<file path="src/rtl/pcs_pkg.sv">
// Shared constants, codes and control structs for the packed Cholesky solver.
`default_nettype none

package pcs_pkg;

  localparam int MAX_ORDER_DEF = 16;
  localparam int FRAC_BITS_DEF = 16;

  localparam int DATA_W = 32;
  localparam int ACC_W  = 64;
  localparam int SIZE_W = 5;
  localparam int IDX_W  = 4;
  localparam int STAT_W = 2;

  localparam logic [SIZE_W-1:0] SIZE_RESET = 5'd16;

  // Input item kinds.
  localparam logic KIND_MATRIX = 1'b0;
  localparam logic KIND_RHS    = 1'b1;

  // Result item kinds.
  localparam logic RES_STATUS   = 1'b0;
  localparam logic RES_SOLUTION = 1'b1;

  // Status codes.
  localparam logic [STAT_W-1:0] ST_OK        = 2'd0;
  localparam logic [STAT_W-1:0] ST_NOT_PD    = 2'd1;
  localparam logic [STAT_W-1:0] ST_NO_FACTOR = 2'd2;

  // Commands from the controller to the datapath.
  typedef struct packed {
    logic              f_we;
    logic              f_wsel_unit;
    logic              v_we;
    logic              v_wsel_unit;
    logic              acc_load;
    logic              acc_src_vec;
    logic              mul_en;
    logic              mul_b_vec;
    logic              acc_sub;
    logic              sum_latch;
    logic              sqrt_start;
    logic              div_start;
    logic              emit;
    logic              emit_kind;
    logic [STAT_W-1:0] emit_status;
    logic              emit_last;
  } dp_cmd_t;

  // Status from the datapath to the controller.
  typedef struct packed {
    logic unit_done;
    logic sum_pos;
    logic out_free;
  } dp_stat_t;

endpackage

`default_nettype wire

</file>
<file path="src/rtl/pcs_ctrl.sv">
// Controller: load counters, order register and the factor/solve sequencer.
`default_nettype none

module pcs_ctrl import pcs_pkg::*; #(
  parameter int MAX_ORDER = MAX_ORDER_DEF
) (
  input  logic                           clk,
  input  logic                           rst,
  input  logic                           cfg_we,
  input  logic [SIZE_W-1:0]              cfg_wdata,
  input  logic                           in_valid,
  input  logic                           in_kind,
  output logic                           in_ready,
  input  dp_stat_t                       stat,
  output dp_cmd_t                        cmd,
  output logic [$clog2(MAX_ORDER*(MAX_ORDER+1)/2)-1:0] f_ra,
  output logic [$clog2(MAX_ORDER*(MAX_ORDER+1)/2)-1:0] f_rb,
  output logic [$clog2(MAX_ORDER*(MAX_ORDER+1)/2)-1:0] f_wa,
  output logic [$clog2(MAX_ORDER)-1:0]   v_ra,
  output logic [$clog2(MAX_ORDER)-1:0]   v_wa,
  output logic [IDX_W-1:0]               emit_index
);

  localparam int TRI = MAX_ORDER * (MAX_ORDER + 1) / 2;
  localparam int AW  = $clog2(TRI);
  localparam int MW  = $clog2(TRI + 1);
  localparam int IW  = $clog2(MAX_ORDER);
  localparam int CW  = $clog2(MAX_ORDER + 1);

  typedef enum logic [3:0] {
    S_IDLE, S_BASE, S_LOAD, S_RD, S_MUL, S_ACC, S_SUM, S_OP, S_WAIT,
    S_E_RD, S_E_OUT, S_STAT
  } state_t;

  typedef enum logic [1:0] {M_FACT, M_FWD, M_BWD} mode_t;

  state_t            state;
  mode_t             mode;
  logic [SIZE_W-1:0] cfg_size;
  logic [AW-1:0]     mcount;
  logic [IW-1:0]     vcount;
  logic              fgood;
  logic [STAT_W-1:0] stat_code;
  logic [CW-1:0]     i;
  logic [CW-1:0]     j;
  logic [CW-1:0]     k;

  logic [CW-1:0]     n;
  logic [MW-1:0]     total;
  logic [2*CW:0]     tot_prod;
  logic              accept;

  function automatic logic [AW-1:0] tri_addr(input logic [CW-1:0] r,
                                             input logic [CW-1:0] c);
    logic [2*CW:0] p;
    p = (2*CW+1)'(c) * ((2*CW+1)'(c) + 1'b1);
    return AW'((p >> 1) + (2*CW+1)'(r));
  endfunction

  always_comb begin
    if (cfg_size == '0) begin
      n = CW'(1);
    end else if (32'(cfg_size) > MAX_ORDER) begin
      n = CW'(MAX_ORDER);
    end else begin
      n = CW'(cfg_size);
    end
  end

  assign tot_prod = (2*CW+1)'(n) * ((2*CW+1)'(n) + 1'b1);
  assign total    = MW'(tot_prod >> 1);
  assign in_ready = (state == S_IDLE);
  assign accept   = in_valid && in_ready;
  assign emit_index = IDX_W'(i);

  always_comb begin
    cmd  = '0;
    f_ra = tri_addr(i, j);
    f_rb = tri_addr(i, i);
    f_wa = mcount;
    v_ra = IW'(i);
    v_wa = vcount;
    unique case (state)
      S_IDLE: begin
        if (accept) begin
          if (in_kind == KIND_MATRIX) begin
            cmd.f_we = 1'b1;
          end else begin
            cmd.v_we = 1'b1;
          end
        end
      end
      S_BASE: begin
      end
      S_LOAD: begin
        cmd.acc_load    = 1'b1;
        cmd.acc_src_vec = (mode != M_FACT);
      end
      S_RD: begin
        f_ra = (mode == M_BWD) ? tri_addr(i, k) : tri_addr(k, i);
        f_rb = tri_addr(k, j);
        v_ra = IW'(k);
      end
      S_MUL: begin
        cmd.mul_en    = 1'b1;
        cmd.mul_b_vec = (mode != M_FACT);
      end
      S_ACC: begin
        cmd.acc_sub = 1'b1;
      end
      S_SUM: begin
        cmd.sum_latch = 1'b1;
      end
      S_OP: begin
        if (mode == M_FACT && i == j) begin
          cmd.sqrt_start = stat.sum_pos;
        end else begin
          cmd.div_start = 1'b1;
        end
      end
      S_WAIT: begin
        if (stat.unit_done) begin
          if (mode == M_FACT) begin
            cmd.f_we        = 1'b1;
            cmd.f_wsel_unit = 1'b1;
            f_wa            = tri_addr(i, j);
          end else begin
            cmd.v_we        = 1'b1;
            cmd.v_wsel_unit = 1'b1;
            v_wa            = IW'(i);
          end
        end
      end
      S_E_RD: begin
      end
      S_E_OUT: begin
        if (stat.out_free) begin
          cmd.emit        = 1'b1;
          cmd.emit_kind   = RES_SOLUTION;
          cmd.emit_status = ST_OK;
          cmd.emit_last   = (i + 1'b1 == n);
        end
      end
      S_STAT: begin
        if (stat.out_free) begin
          cmd.emit        = 1'b1;
          cmd.emit_kind   = RES_STATUS;
          cmd.emit_status = stat_code;
          cmd.emit_last   = 1'b1;
        end
      end
      default: begin
      end
    endcase
  end

  always_ff @(posedge clk) begin
    if (rst) begin
      state     <= S_IDLE;
      mode      <= M_FACT;
      cfg_size  <= SIZE_RESET;
      mcount    <= '0;
      vcount    <= '0;
      fgood     <= 1'b0;
      stat_code <= ST_OK;
      i         <= '0;
      j         <= '0;
      k         <= '0;
    end else begin
      unique case (state)
        S_IDLE: begin
          if (accept) begin
            if (in_kind == KIND_MATRIX) begin
              if (mcount == '0) begin
                fgood <= 1'b0;
              end
              vcount <= '0;
              if (MW'(mcount) + 1'b1 == total) begin
                mcount <= '0;
                mode   <= M_FACT;
                i      <= '0;
                j      <= '0;
                state  <= S_BASE;
              end else begin
                mcount <= mcount + 1'b1;
              end
            end else begin
              if (CW'(vcount) + 1'b1 == n) begin
                vcount <= '0;
                if (!fgood) begin
                  stat_code <= ST_NO_FACTOR;
                  state     <= S_STAT;
                end else begin
                  mode  <= M_FWD;
                  i     <= '0;
                  state <= S_BASE;
                end
              end else begin
                vcount <= vcount + 1'b1;
              end
            end
          end
        end
        S_BASE: begin
          state <= S_LOAD;
        end
        S_LOAD: begin
          if (mode == M_BWD) begin
            k     <= i + 1'b1;
            state <= (i + 1'b1 < n) ? S_RD : S_SUM;
          end else begin
            k     <= '0;
            state <= (i != '0) ? S_RD : S_SUM;
          end
        end
        S_RD: begin
          state <= S_MUL;
        end
        S_MUL: begin
          state <= S_ACC;
        end
        S_ACC: begin
          k <= k + 1'b1;
          if (mode == M_BWD) begin
            state <= (k + 1'b1 < n) ? S_RD : S_SUM;
          end else begin
            state <= (k + 1'b1 < i) ? S_RD : S_SUM;
          end
        end
        S_SUM: begin
          state <= S_OP;
        end
        S_OP: begin
          if (mode == M_FACT && i == j && !stat.sum_pos) begin
            stat_code <= ST_NOT_PD;
            fgood     <= 1'b0;
            state     <= S_STAT;
          end else begin
            state <= S_WAIT;
          end
        end
        S_WAIT: begin
          if (stat.unit_done) begin
            unique case (mode)
              M_FACT: begin
                if (j + 1'b1 < n) begin
                  j     <= j + 1'b1;
                  state <= S_BASE;
                end else if (i + 1'b1 < n) begin
                  i     <= i + 1'b1;
                  j     <= i + 1'b1;
                  state <= S_BASE;
                end else begin
                  fgood     <= 1'b1;
                  stat_code <= ST_OK;
                  state     <= S_STAT;
                end
              end
              M_FWD: begin
                if (i + 1'b1 < n) begin
                  i <= i + 1'b1;
                end else begin
                  mode <= M_BWD;
                end
                state <= S_BASE;
              end
              M_BWD: begin
                if (i == '0) begin
                  state <= S_E_RD;
                end else begin
                  i     <= i - 1'b1;
                  state <= S_BASE;
                end
              end
              default: begin
                state <= S_IDLE;
              end
            endcase
          end
        end
        S_E_RD: begin
          state <= S_E_OUT;
        end
        S_E_OUT: begin
          if (stat.out_free) begin
            if (i + 1'b1 == n) begin
              state <= S_IDLE;
            end else begin
              i     <= i + 1'b1;
              state <= S_E_RD;
            end
          end
        end
        S_STAT: begin
          if (stat.out_free) begin
            state <= S_IDLE;
          end
        end
        default: begin
          state <= S_IDLE;
        end
      endcase
      // The user must write the order register only while the unit is idle; the block does not enforce it.
      if (cfg_we) begin
        cfg_size <= cfg_wdata;
        mcount   <= '0;
        vcount   <= '0;
        fgood    <= 1'b0;
      end
    end
  end

endmodule

`default_nettype wire

</file>
<file path="config.mk">
export PLATFORM = sky130hd
export DESIGN_NAME = pcs_ctrl
export DESIGN_NICKNAME = d
export VERILOG_FILES = /design/src/rtl/pcs_pkg.sv /design/src/rtl/pcs_ctrl.sv
export SDC_FILE = /design/constraint.sdc
export NUM_CORES = 1
export LEC_CHECK = 0
export BUFFER_PORTS_ARGS = -buffer_cell sky130_fd_sc_hd__clkbuf_2
export CAP_MARGIN = 25
export CORE_MARGIN = 1
export CORE_UTILIZATION = 55
export DETAILED_ROUTE_END_ITERATION = 12
export PLACE_DENSITY = 0.74
export RECOVER_POWER = 100
export SLEW_MARGIN = 20
export SYNTH_ARGS = -nofsm -noshare
export SYNTH_HDL_FRONTEND = slang
export SYNTH_SLANG_ARGS = --single-unit
</file>
<file path="constraint.sdc">
create_clock -name clk -period 6.8 [get_ports clk]
set_input_delay 1.36 -clock clk [delete_from_list [all_inputs] [get_ports clk]]
set_output_delay 1.36 -clock clk [all_outputs]
set_load 0.02 [all_outputs]
</file>
==> results of run 1 <==
layout by cell type (no fill, tap or decap), types with 6 or more instances in the layout:
master | synthesis | layout
nand2_1 | 101 | 101
o21ai_0 | 44 | 44
nor2_1 | 83 | 83
or4_1 | 6 | 6
inv_1 | 109 | 107
ha_1 | 122 | 121
a21o_1 | 20 | 20
and2_1 | 7 | 7
a31oi_1 | 9 | 9
nand2b_1 | 7 | 7
and3_1 | 10 | 10
nand3b_1 | 11 | 11
or3_1 | 6 | 6
clkbuf_1 | 31 | 43
mux2i_1 | 15 | 15
a31o_2 | 9 | 9
buf_4 | 4 | 13
clkbuf_2 | 0 | 27
nor4_1 | 5 | 6
nor3_1 | 27 | 28
o22ai_1 | 9 | 9
xnor2_1 | 45 | 44
nor2b_1 | 21 | 21
xor2_1 | 28 | 28
o211ai_1 | 12 | 12
dfxtp_1 | 41 | 36
nand3_1 | 33 | 33
fa_1 | 48 | 48
o21a_1 | 7 | 7
a21oi_1 | 60 | 60
a211oi_1 | 12 | 12
layer usage:
layer  GRT usage, %  share of wire [%]  vias up
met5              0                  0        -
met4           12.5                3.8        0
met1           37.2                 43     3655
li1               -                  -     3712
met3           2.88                4.7       69
met2           53.1                 48      243
per-stage QoR:
| step | util (%) | area, sq um | worst slack, ns | power, mW |
|---|---|---|---|---|
| floorplan | - | 8150 | 0.528 | 0.750 |
| global placement | 59.7 | 8640 | 0.429 | 0.916 |
| detailed placement | 59.7 | 8650 | 0.342 | 0.923 |
| CTS | 60.9 | 8810 | 0.0368 | 1.20 |
| global route | 60.4 | 8750 | 0.0145 | 1.27 |
| finish | 60.4 | 8750 | 0.264 | 1.19 |
cell type report:
class	count	area, sq um
clock buffer	6	129
clock inverter	2	38.8
fill	1363	5730
inverter	116	440
multi-input combinational	844	6680
sequential	41	827
tap	184	230
timing repair buffer	84	407
report_power, final:
part,internal [mW],leakage [nW],switching [mW]
registers,0.255,0.335,0.0435
logic,0.215,3.91,0.402
clock network,0.174,0.0810,0.101
final timing paths:
path	from	endpoint	slack [ns]	cells after the start
worst min register to register	fgood	fgood	0.51	2
worst max-delay path	k[1]	f_ra[7]	0.26	18
worst min-delay path	fgood	fgood	0.51	2
worst max register to register	cfg_size[4]	mcount[1]	0.76	19
cells in the mapped netlist (6+ instances only):
library cell	number	area share (%)
mux2i_1	15	1.8
ha_1	122	19
clkbuf_1	31	1.4
and2_1	7	0.54
nor2_1	83	3.8
nand3b_1	11	1.0
nand3_1	33	2.0
a31o_2	9	0.97
buf_2	6	0.37
o21ai_0	44	2.7
nand2b_1	7	0.54
a211oi_1	12	1.1
nand2_1	101	4.7
inv_1	109	5.0
o22ai_1	9	0.69
a21o_1	20	1.8
a21oi_1	60	3.7
dfxtp_1	41	10
o21a_1	7	0.65
nor2b_1	21	1.6
xor2_1	28	3.0
or4_1	6	0.55
nor3_1	27	1.7
a31oi_1	9	0.69
xnor2_1	45	4.8
or3_1	6	0.46
fa_1	48	12
o211ai_1	12	1.1
and3_1	10	0.77
timing repair:
item	CTS	global route
setup endpoints to repair	0	7
gates resized for setup	0	14
endpoints found under the hold margin	0	0
sequential cells by signal (all words and copies together) (netlist names):
name	flops
cfg_size	5
fgood	1
vcount	4
mode	2
j	5
stat_code	2
i	5
k	5
state	4
mcount	8
kinds of logic after synthesis:
logic type	Yosys count	share of synthesized area [%]
flops	41	10.1
other cells	2	0.0922
compound gates	228	18.7
xor+xnor	77	8.96
mux	20	2.53
buf+inv	160	7.86
simple gates	346	21.2
fa+ha+maj	170	30.5
worst max-delay path, delay by kind of cell (launching register included):
family                   cells  cell delay (ns)
adder cells (fa/ha/maj)      6             2.30
AND/OR/NAND/NOR              5             1.16
flip-flops                   1             0.40
buffers and inverters        3             0.37
XOR/XNOR                     1             0.26
AO/OA/AOI/OAI                2             0.24
multiplexers                 1             0.15
==> implementation parameters, run 1 <==
Parameter                              Value

Outcome
  Status ... complete, no violations

Worst setup path
  Type of destination of the critical path ... primary output
  Worst-path cell with the longest stage delay ... fa_1
  Arrival time of data at the critical path endpoint ... 5.18 ns
  Startpoint type of the worst setup path ... flip-flop
  Crit-path cells ... ha_1, nand2_1, ha_1, inv_2, nand2_1, fa_1, inv_1, fa_1, fa_1, ha_1, or3b_2, o211ai_1, mux2i_1, nor4_1, xnor3_1, nor2_1, o22ai_1, clkbuf_2
  Peak fanout along the critical path ... 6
  Required time reported for the critical path endpoint ... 5.44 ns
  Slowest Stage Delay on Critical Path ... 0.50 ns
  Critical setup path kind ... flip-flop to primary output

Place
  Global placer's final weighted congestion ... 0.923
  Inst Count DP ... 1269
  Input/output buffers ... 66
  Final HPWL DP ... 17800 microns

Synthesis
  Number of distinct library cells after synthesis ... 81
  Count of flip-flops with a built-in enable after synthesis ... 0
  Number of standard cells after synthesis ... 1044
  Most used flip-flop cell after synthesis ... dfxtp_1
  Yosys warnings ... 0
  #FFs+latches synth ... 41
  Async set-or-reset flop fraction in the synthesized netlist ... 0%
  Post-synthesis cell area ... 8150 sq um
  Average size of a mapped cell ... 7.80 sq um
  Share of the yosys chip area belonging to registers ... 10.1%

Die
  Die Footprint ... 15300 sq um
  Number of standard-cell rows in the floorplan ... 44
  Die boundary width ... 124 microns
  Number of top-level pins ... 67
  Die outline height ... 124 microns
  Starting Density ... 56.3%
  Core Area ... 14500 sq um

Final layout
  Total Nets Final ... 1275
  Antenna Diode Count ... 0
  Cell Count, Final, Fillers Out ... 1277
  Ratio of cells with drive above 1 in the final layout ... 8.23%
  Area Overhead vs Synth ... 7.42%

Route
  DRT antenna net count ... 0
  Number of DRC markers in iteration 0 ... 459
  # DRC ... 0
  Number of iterations in the first detailed-routing pass ... 6
  Post-Route WL ... 22100 microns
  Post-DR wirelength/cell ... 17.3 microns
  Routed vias/inst ... 6.01
  Total via count in the routed design ... 7679

Global route
  Via count of the first global-routing pass ... 7322
  Pin count of the biggest net entering global routing ... 37
  Global route overflow ... 0
  Global-route wire length before repair ... 35800 microns
  Antenna violations before repair ... 0
  Combined global-route utilization of all metal layers ... 30.1%

Worst hold path
  Type of the most critical hold path ... flip-flop to flip-flop

STA
  Unrepaired setup endpoints after global routing ... false
  Setup violators final ... 0
  Max-slew violation total from the final report ... 0
  Setup total negative slack ... 0 ns
  Pin slew with the least headroom to its limit ... 1.25 ns
  Worst Clk Skew ... 0.00706 ns
  Maximum operating frequency ... 0.153 GHz
  Post-Route Hold Slack ... 0.507 ns
  Final critical-path share of the clock period ... 96.1%
  Rel. slew slack ... 15.9%
  Final critical path time including I/O delays and setup ... 6.54 ns
  Final count of hold timing violations ... 0

Clock tree
  Total clock sinks ... 41
  Cts bufs inserted ... 5
  TritonCTS clock tree ... done
  Buffers from clock root to sink, at most ... 2
  Root cell of the clock tree ... clkbuf_16
  CTS clock-pin slew for the worst setup and hold paths ... 0.06 ns
  # Post-CTS Setup Buffers ... 0
  H-tree lvl count ... 2
  Count of hold buffers inserted by post-cts repair ... 0
  Clk Latency, worst-skew pair ... 0.29 ns

Run
  Reported max-cap violation count ... 0

Power
  Static leakage power ... 4.33 nW
  Worst IR drop on VDD ... 0.0995 mV
  Total power per unit cell area ... 136 nW/um^2
(Power assumes the default switching activity.)
==> run 2: changes to the inputs <==
--- a/config.mk
+++ b/config.mk
@@ -8,9 +8,8 @@
 export BUFFER_PORTS_ARGS = -buffer_cell sky130_fd_sc_hd__clkbuf_2
 export CAP_MARGIN = 25
 export CORE_MARGIN = 1
-export CORE_UTILIZATION = 55
+export CORE_UTILIZATION = 30
 export DETAILED_ROUTE_END_ITERATION = 12
-export PLACE_DENSITY = 0.74
 export RECOVER_POWER = 100
 export SLEW_MARGIN = 20
 export SYNTH_ARGS = -nofsm -noshare
==> constraint.sdc (replaced) <==
create_clock -name clk -period 6.8 [get_ports clk]
set_input_delay 0.68 -clock clk [delete_from_list [all_inputs] [get_ports clk]]
set_output_delay 0.68 -clock clk [all_outputs]
set_load 0.02 [all_outputs]
==> run 2 against run 1 <==
Net effect: the flow now finishes with violations (max-capacitance violations, max-slew violations); combinational power fell by 0.6%; clock power increased by 16%; first-iteration DRC count is 35% higher; worst setup slack improved by 0.11 ns; cell area up 1.4%; via count decreased by 2.1%; largest cell class unchanged.
==> implementation parameters, run 2 (synthesized netlist as in run 1, its figures left out) <==
Parameter                              Value

Clock tree
  Clk Latency, worst-skew pair ... 0.30 ns (about the same)
  # Post-CTS Setup Buffers ... 0 (unchanged)
  TritonCTS clock tree ... done
  Post-CTS sizing ... 0 (unchanged)
  Total clock sinks ... 41 (unchanged)
  Count of hold buffers inserted by post-cts repair ... 0 (unchanged)
  Root cell of the clock tree ... clkbuf_16
  CTS clock-pin slew for the worst setup and hold paths ... 0.06 ns (about the same)
  Cts bufs inserted ... 5 (unchanged)
  H-tree lvl count ... 2 (unchanged)
  Buffers from clock root to sink, at most ... 2 (unchanged)

Final layout
  Total Nets Final ... 1267 (-0.63%)
  Flip-flop count of the largest register after layout ... 8 (unchanged)
  Commonest cells after routing, fill and taps aside ... ha_1 (122), inv_1 (110), nand2_1 (101)
  Utilization of the core after routing ... 33.7% (-27 points)
  Layout fillers ... 2798 (+110%)
  Antenna Diode Count ... 0 (unchanged)
  Leading cell type in the layout, fill and taps excluded ... ha_1
  Register with the highest flop count ... mcount
  Ratio of cells with drive above 1 in the final layout ... 6.08% (-2.2 points)
  Area Overhead vs Synth ... 8.89%

Die
  Starting Density ... 30.9% (-25 points)
  Die Footprint ... 27800 sq um (+82%)
  Die outline height ... 167 microns (+35%)
  Core Area ... 26400 sq um (+82%)
  Number of top-level pins ... 67 (unchanged)
  Die boundary width ... 167 microns (+35%)
  Number of standard-cell rows in the floorplan ... 59 (+34%)

Route
  Routed vias/inst ... 5.30 (-12%)
  Post-Route WL ... 23700 microns (+7.3%)
  # DRC ... 0 (unchanged)
  Number of iterations in the first detailed-routing pass ... 5 (-1)
  Post-DR wirelength/cell ... 16.7 microns (-3.5%)
  Total via count in the routed design ... 7519 (-2.1%)
  DRT antenna net count ... 0 (unchanged)
  Number of DRC markers in iteration 0 ... 619 (+35%)

STA
  Setup violators final ... 0 (unchanged)
  Final count of hold timing violations ... 0 (unchanged)
  Setup total negative slack ... 0 ns (unchanged)
  Unrepaired setup endpoints after global routing ... false
  Max-slew violation total from the final report ... 37 (+37)
  Final critical-path share of the clock period ... 94.6% (-1.5 points)
  Worst Clk Skew ... 0.00459 ns (-0.00247 ns)
  Maximum operating frequency ... 0.155 GHz (+1.6%)
  Pin slew with the least headroom to its limit ... 1.62 ns (+0.373 ns)
  Rel. slew slack ... -8.20% (-24 points)
  Final critical path time including I/O delays and setup ... 6.43 ns (-0.105 ns)

Worst setup path
  Peak fanout along the critical path ... 13 (+7)
  Kind of cell adding the most delay to the critical path ... adder cells
  Startpoint type of the worst setup path ... flip-flop
  Crit path buf inv count ... 4 (+1)
  Crit-path cells ... clkbuf_1, ha_1, inv_1, nand2_1, fa_1, inv_1, fa_1, fa_1, ha_1, o21a_1, or3_1, and2_0, a311oi_1, o31ai_1, o22ai_1, clkbuf_2
  Reg2Reg Capture Point ... mcount[2]
  Slack of the worst reg-to-reg path ... 0.69 ns (-0.07 ns)
  Required time reported for the critical path endpoint ... 6.12 ns (+0.68 ns)
  Critical setup path kind ... flip-flop to primary output
  Worst-path cell with the longest stage delay ... clkbuf_1
  Origin of the critical flop-to-flop path ... cfg_size[4]
  Cell with the most instances on the worst path ... fa_1
  Type of destination of the critical path ... primary output
  Arrival time of data at the critical path endpoint ... 5.75 ns (+0.57 ns)
  Slowest Stage Delay on Critical Path ... 0.80 ns (+0.30 ns)
  Register-to-Register Path Depth ... 19 (unchanged)

Global route
  Antenna violations before repair ... 1 (+1)
  Global-route wire length before repair ... 38100 microns (+6.5%)
  Via count of the first global-routing pass ... 7314 (-0.11%)
  Global route overflow ... 0 (unchanged)
  Pin count of the biggest net entering global routing ... 37 (unchanged)
  Combined global-route utilization of all metal layers ... 17.2% (-13 points)

Power
  Total power per unit cell area ... 139 nW/um^2 (+2.0%)
  Sequential fraction of design power ... 24.3% (-0.8 points)
  Fraction of power consumed by combinational cells ... 49.7% (-2.1 points)
  Worst IR drop on VDD ... 0.128 mV (+29%)
  Fraction of power spent switching nets ... 45.4% (-0.53 points)
  Switching power ... 0.558 mW (+2.2%)
  Post-route total power ... 1.23 mW (+3.4%)
  Part of the total power dissipated in the clock network ... 26.0% (+2.9 points)
  Static leakage power ... 4.29 nW (-0.87%)
  Power Internal ... 0.672 mW (+4.4%)

Outcome
  Violations in the final reports ... max-capacitance violations, max-slew violations
  Status ... complete, but fails checks

Worst hold path
  Hold depth ... 2 (unchanged)
  End point of the most critical hold path ... fgood
  Start point of the worst min-delay path ... fgood
  Type of the most critical hold path ... flip-flop to flip-flop

Place
  Global placer's final weighted congestion ... 0.884 (-4.2%)
  Input/output buffers ... 66 (unchanged)
  Final HPWL DP ... 19200 microns (+7.8%)

Run
  Reported max-cap violation count ... 2 (+2)
[run 2: cell count changes in the layout (fill, tap and decap cells not counted), moves of 4 or more]
cell / previous run / this run
buf_4: 13 / 7
clkbuf_2: 27 / 23
dfxtp_1: 36 / 41
dfxtp_2: 5 / 0
[run 2: how the worst max path moves through the flow]
stage	slack, ns	end	depth (start not counted)	startpoint
after CTS	0.35	f_wa[7]	18	j[0]
final	0.37	f_ra[7]	16	i[3]
after global placement	0.87	f_ra[7]	20	k[0]
after global routing	0.02	f_wa[7]	18	j[0]
after floorplan	1.21	f_ra[7]	16	i[1]
after detailed placement	0.70	f_wa[7]	18	j[0]
[run 2: area by class of cell]
cell class	instances	area, sq um	area share, %
inverter	116	440	4.97
tap	335	419	4.73
clock buffer	5	125	1.41
clock inverter	3	65.1	0.734
multi-input combinational	844	6660	75.1
sequential	41	821	9.25
timing repair buffer	76	340	3.84
[run 2: power by group through the flow]
stage	logic [mW]	clock network (mW)	registers, mW
floorplan	0.469	0	0.281
global placement	0.624	0	0.306
detailed placement	0.625	0	0.306
CTS	0.630	0.328	0.300
global route	0.676	0.336	0.304
finish	0.612	0.320	0.299
[run 2: worst register-to-register path: stages (launching register included)]
cell	delay [ns]
dfxtp_1	0.59
inv_4	0.17
nand2_1	0.37
inv_1	0.22
ha_1	0.26
inv_1	0.06
ha_1	0.27
or2b_1	0.27
fa_1	0.49
fa_1	0.54
inv_1	0.05
fa_1	0.47
ha_1	0.37
nand4_1	0.11
o22a_1	0.21
a211oi_1	0.26
o21ai_0	0.20
nor3_1	0.77
a21oi_1	0.08
a31o_2	0.25
[run 2: layer usage]
layer	track usage (%)	wire length (microns)	vias to the layer above
met5	0	0	-
met3	2.19	1420	36
met4	3.90	340	0
li1	-	-	3706
met1	23.6	11000	3562
met2	28.7	10900	215
[run 2: stage by stage]
stage	setup WS, ns	cell area, sq um	cells	hold slack [ns]
floorplan	1.21	8150	1045	0.456
global placement	0.870	8780	1412	0.482
detailed placement	0.696	8780	1412	0.489
global route	0.0209	8870	1420	0.527
finish	0.369	8870	1420	0.497
CTS	0.353	8970	1420	0.504
==> run 3: changes to the inputs <==
--- a/config.mk
+++ b/config.mk
@@ -10,6 +10,8 @@
 export CORE_MARGIN = 1
 export CORE_UTILIZATION = 30
 export DETAILED_ROUTE_END_ITERATION = 12
+export GPL_ROUTABILITY_DRIVEN = 0
+export MAX_ROUTING_LAYER = met4
 export RECOVER_POWER = 100
 export SLEW_MARGIN = 20
 export SYNTH_ARGS = -nofsm -noshare
==> constraint.sdc (replaced) <==
create_clock -name clk -period 7.4 [get_ports clk]
set_input_delay 0.74 -clock clk [delete_from_list [all_inputs] [get_ports clk]]
set_output_delay 0.74 -clock clk [all_outputs]
set_load 0.02 [all_outputs]
==> run 3 against run 2 <==
Net effect: the flow still finishes with violations (max-capacitance violations, max-slew violations); sequential share of layout area barely moved; count of clock-buffer cells in the layout did not move; sequential power fell by 5%; clock power fell by 8.1%; wire length fell by 0.62%; non-clock buffer count fell by 1; register-to-register slack improved by 0.05 ns; worst setup slack improved by 0.27 ns; cell area fell by 0.21%; via count fell by 0.94%; critical path type unchanged; largest cell class unchanged.
==> implementation parameters, run 3 (synthesized netlist as in run 1, its figures left out) <==
Parameter                              Value

Global route
  Antenna violations before repair ... 0 (-1)
  Global-route wire length before repair ... 38100 microns (about the same)
  Via count of the first global-routing pass ... 7187 (-1.7%)
  Pin count of the biggest net entering global routing ... 37 (unchanged)
  Global route overflow ... 0 (unchanged)
  Combined global-route utilization of all metal layers ... 17.6% (+0.39 points)

Power
  Sequential fraction of design power ... 25.1% (+0.8 points)
  Worst IR drop on VDD ... 0.0754 mV (-41%)
  Switching power ... 0.511 mW (-8.5%)
  Static leakage power ... 4.26 nW (-0.70%)
  Post-route total power ... 1.13 mW (-8.4%)
  Total power per unit cell area ... 127 nW/um^2 (-8.2%)
  Fraction of power spent switching nets ... 45.3% (-0.059 points)
  Power Internal ... 0.617 mW (-8.3%)
  Fraction of power consumed by combinational cells ... 48.8% (-0.9 points)
  Part of the total power dissipated in the clock network ... 26.1% (about the same)

Route
  # DRC ... 0 (unchanged)
  Total via count in the routed design ... 7448 (-0.94%)
  Post-DR wirelength/cell ... 16.6 microns (-0.55%)
  Number of DRC markers in iteration 0 ... 474 (-23%)
  DRT antenna net count ... 0 (unchanged)
  Post-Route WL ... 23500 microns (-0.62%)
  Routed vias/inst ... 5.25 (-0.87%)
  Number of iterations in the first detailed-routing pass ... 4 (-1)

Worst setup path
  Register-to-Register Path Depth ... 19 (unchanged)
  Critical path launch point ... i[1]
  Arrival time of data at the critical path endpoint ... 6.03 ns (+0.28 ns)
  Origin of the critical flop-to-flop path ... cfg_size[4]
  Critical Path End ... f_ra[7]
  Slack of the worst reg-to-reg path ... 0.74 ns (+0.05 ns)
  Required time reported for the critical path endpoint ... 6.66 ns (+0.54 ns)
  Peak fanout along the critical path ... 15 (+2)
  Type of destination of the critical path ... primary output
  Startpoint type of the worst setup path ... flip-flop
  Critical setup path kind ... flip-flop to primary output
  Reg2Reg Capture Point ... mcount[4]

Place
  Input/output buffers ... 66 (unchanged)
  Final HPWL DP ... 19000 microns (-1.2%)
  DP Worst Slack ... 1.11 ns (+0.416 ns)
  Inst Count DP ... 1411 (-0.071%)

Die
  Die outline height ... 167 microns (unchanged)
  Number of top-level pins ... 67 (unchanged)
  Die Footprint ... 27800 sq um (unchanged)
  Die boundary width ... 167 microns (unchanged)
  Core Area ... 26400 sq um (unchanged)
  Starting Density ... 30.9% (unchanged)
  Number of standard-cell rows in the floorplan ... 59 (unchanged)

Clock tree
  # Post-CTS Setup Buffers ... 0 (unchanged)
  Count of hold buffers inserted by post-cts repair ... 0 (unchanged)
  Buffers from clock root to sink, at most ... 2 (unchanged)
  H-tree lvl count ... 2 (unchanged)
  TritonCTS clock tree ... done
  Post-CTS sizing ... 0 (unchanged)
  Clk Latency, worst-skew pair ... 0.30 ns (about the same)
  Cts bufs inserted ... 5 (unchanged)
  Total clock sinks ... 41 (unchanged)
  CTS clock-pin slew for the worst setup and hold paths ... 0.07 ns (about the same)
  Root cell of the clock tree ... clkbuf_16

STA
  Max-slew violation total from the final report ... 44 (+19%)
  Rel. slew slack ... -9.29% (-1.1 points)
  Maximum operating frequency ... 0.148 GHz
  Slack of the critical path ... 0.634 ns (+0.265 ns)
  Final critical path time including I/O delays and setup ... 6.77 ns
  Pin slew with the least headroom to its limit ... 1.64 ns (+0.0164 ns)
  Final count of hold timing violations ... 0 (unchanged)
  Setup total negative slack ... 0 ns (unchanged)
  Unrepaired setup endpoints after global routing ... false
  Setup violators final ... 0 (unchanged)
  Final critical-path share of the clock period ... 91.4%
  Worst Clk Skew ... 0.0107 ns (+0.00608 ns)

Final layout
  Antenna Diode Count ... 0 (unchanged)
  Area Overhead vs Synth ... 8.66%
  Layout fillers ... 2789 (-0.32%)
  Flip-flop count of the largest register after layout ... 8 (unchanged)
  Ratio of cells with drive above 1 in the final layout ... 5.54% (-0.55 points)
  Register with the highest flop count ... mcount
  Commonest cells after routing, fill and taps aside ... ha_1 (122), inv_1 (110), nand2_1 (101)
  Total Nets Final ... 1266 (-0.079%)
  Cell Count, Final, Fillers Out ... 1419 (-0.070%)
  Leading cell type in the layout, fill and taps excluded ... ha_1

Worst hold path
  Type of the most critical hold path ... flip-flop to flip-flop

Outcome
  Status ... complete, but fails checks
  Violations in the final reports ... max-capacitance violations, max-slew violations

Run
  Reported max-cap violation count ... 2 (unchanged)
run 3: worst min path at each step:
stage	from	end	slack [ns]	depth (start not counted)
6_report	fgood	fgood	0.51	2
3_3_place_gp	fgood	fgood	0.48	2
2_1_floorplan	stat_code[0]	stat_code[0]	0.46	2
3_5_place_dp	fgood	fgood	0.49	2
4_1_cts	fgood	fgood	0.51	2
5_1_grt	stat_code[1]	stat_code[1]	0.54	2
run 3: worst max-delay path, stage by stage (launching register included):
cell	delay (ns)
dfxtp_1	0.86
inv_1	0.35
ha_1	0.61
nand2_1	0.13
fa_1	0.52
fa_1	0.51
fa_1	0.54
inv_1	0.04
ha_1	0.34
xnor2_1	0.24
ha_1	0.30
a21o_1	0.17
a21o_1	0.21
a311oi_1	0.28
o31ai_1	0.09
o22ai_1	0.25
clkbuf_1	0.27
run 3: routing by layer:
layer	vias up	share of wire (%)	GRT usage, %
li1	3701	-	-
met1	3553	48	23.8
met2	177	46	28.7
met3	17	4.7	1.85
met4	0	0.97	2.66
met5	-	0	-
run 3: stage by stage:
| stage | util (%) | hold slack, ns | area, sq um |
|---|---|---|---|
| floorplan | - | 0.456 | 8150 |
| global placement | 33.3 | 0.481 | 8770 |
| detailed placement | 33.3 | 0.491 | 8770 |
| CTS | 34.0 | 0.508 | 8960 |
| global route | 33.6 | 0.539 | 8850 |
| finish | 33.6 | 0.508 | 8850 |
run 3: layout make-up:
cell class / instances / area (sq um) / area share [%]
multi-input combinational: 844 / 6660 / 75.2
inverter: 116 / 439 / 4.96
clock inverter: 3 / 65.1 / 0.735
sequential: 41 / 821 / 9.27
tap: 335 / 419 / 4.74
timing repair buffer: 75 / 325 / 3.68
clock buffer: 5 / 125 / 1.41
run 3: power groups by stage:
stage / Sequential, mW / Combinational, mW / Clock [mW]
finish: 0.283 / 0.551 / 0.294
global route: 0.287 / 0.607 / 0.305
CTS: 0.283 / 0.565 / 0.298
detailed placement: 0.288 / 0.561 / 0
global placement: 0.288 / 0.560 / 0
floorplan: 0.258 / 0.431 / 0
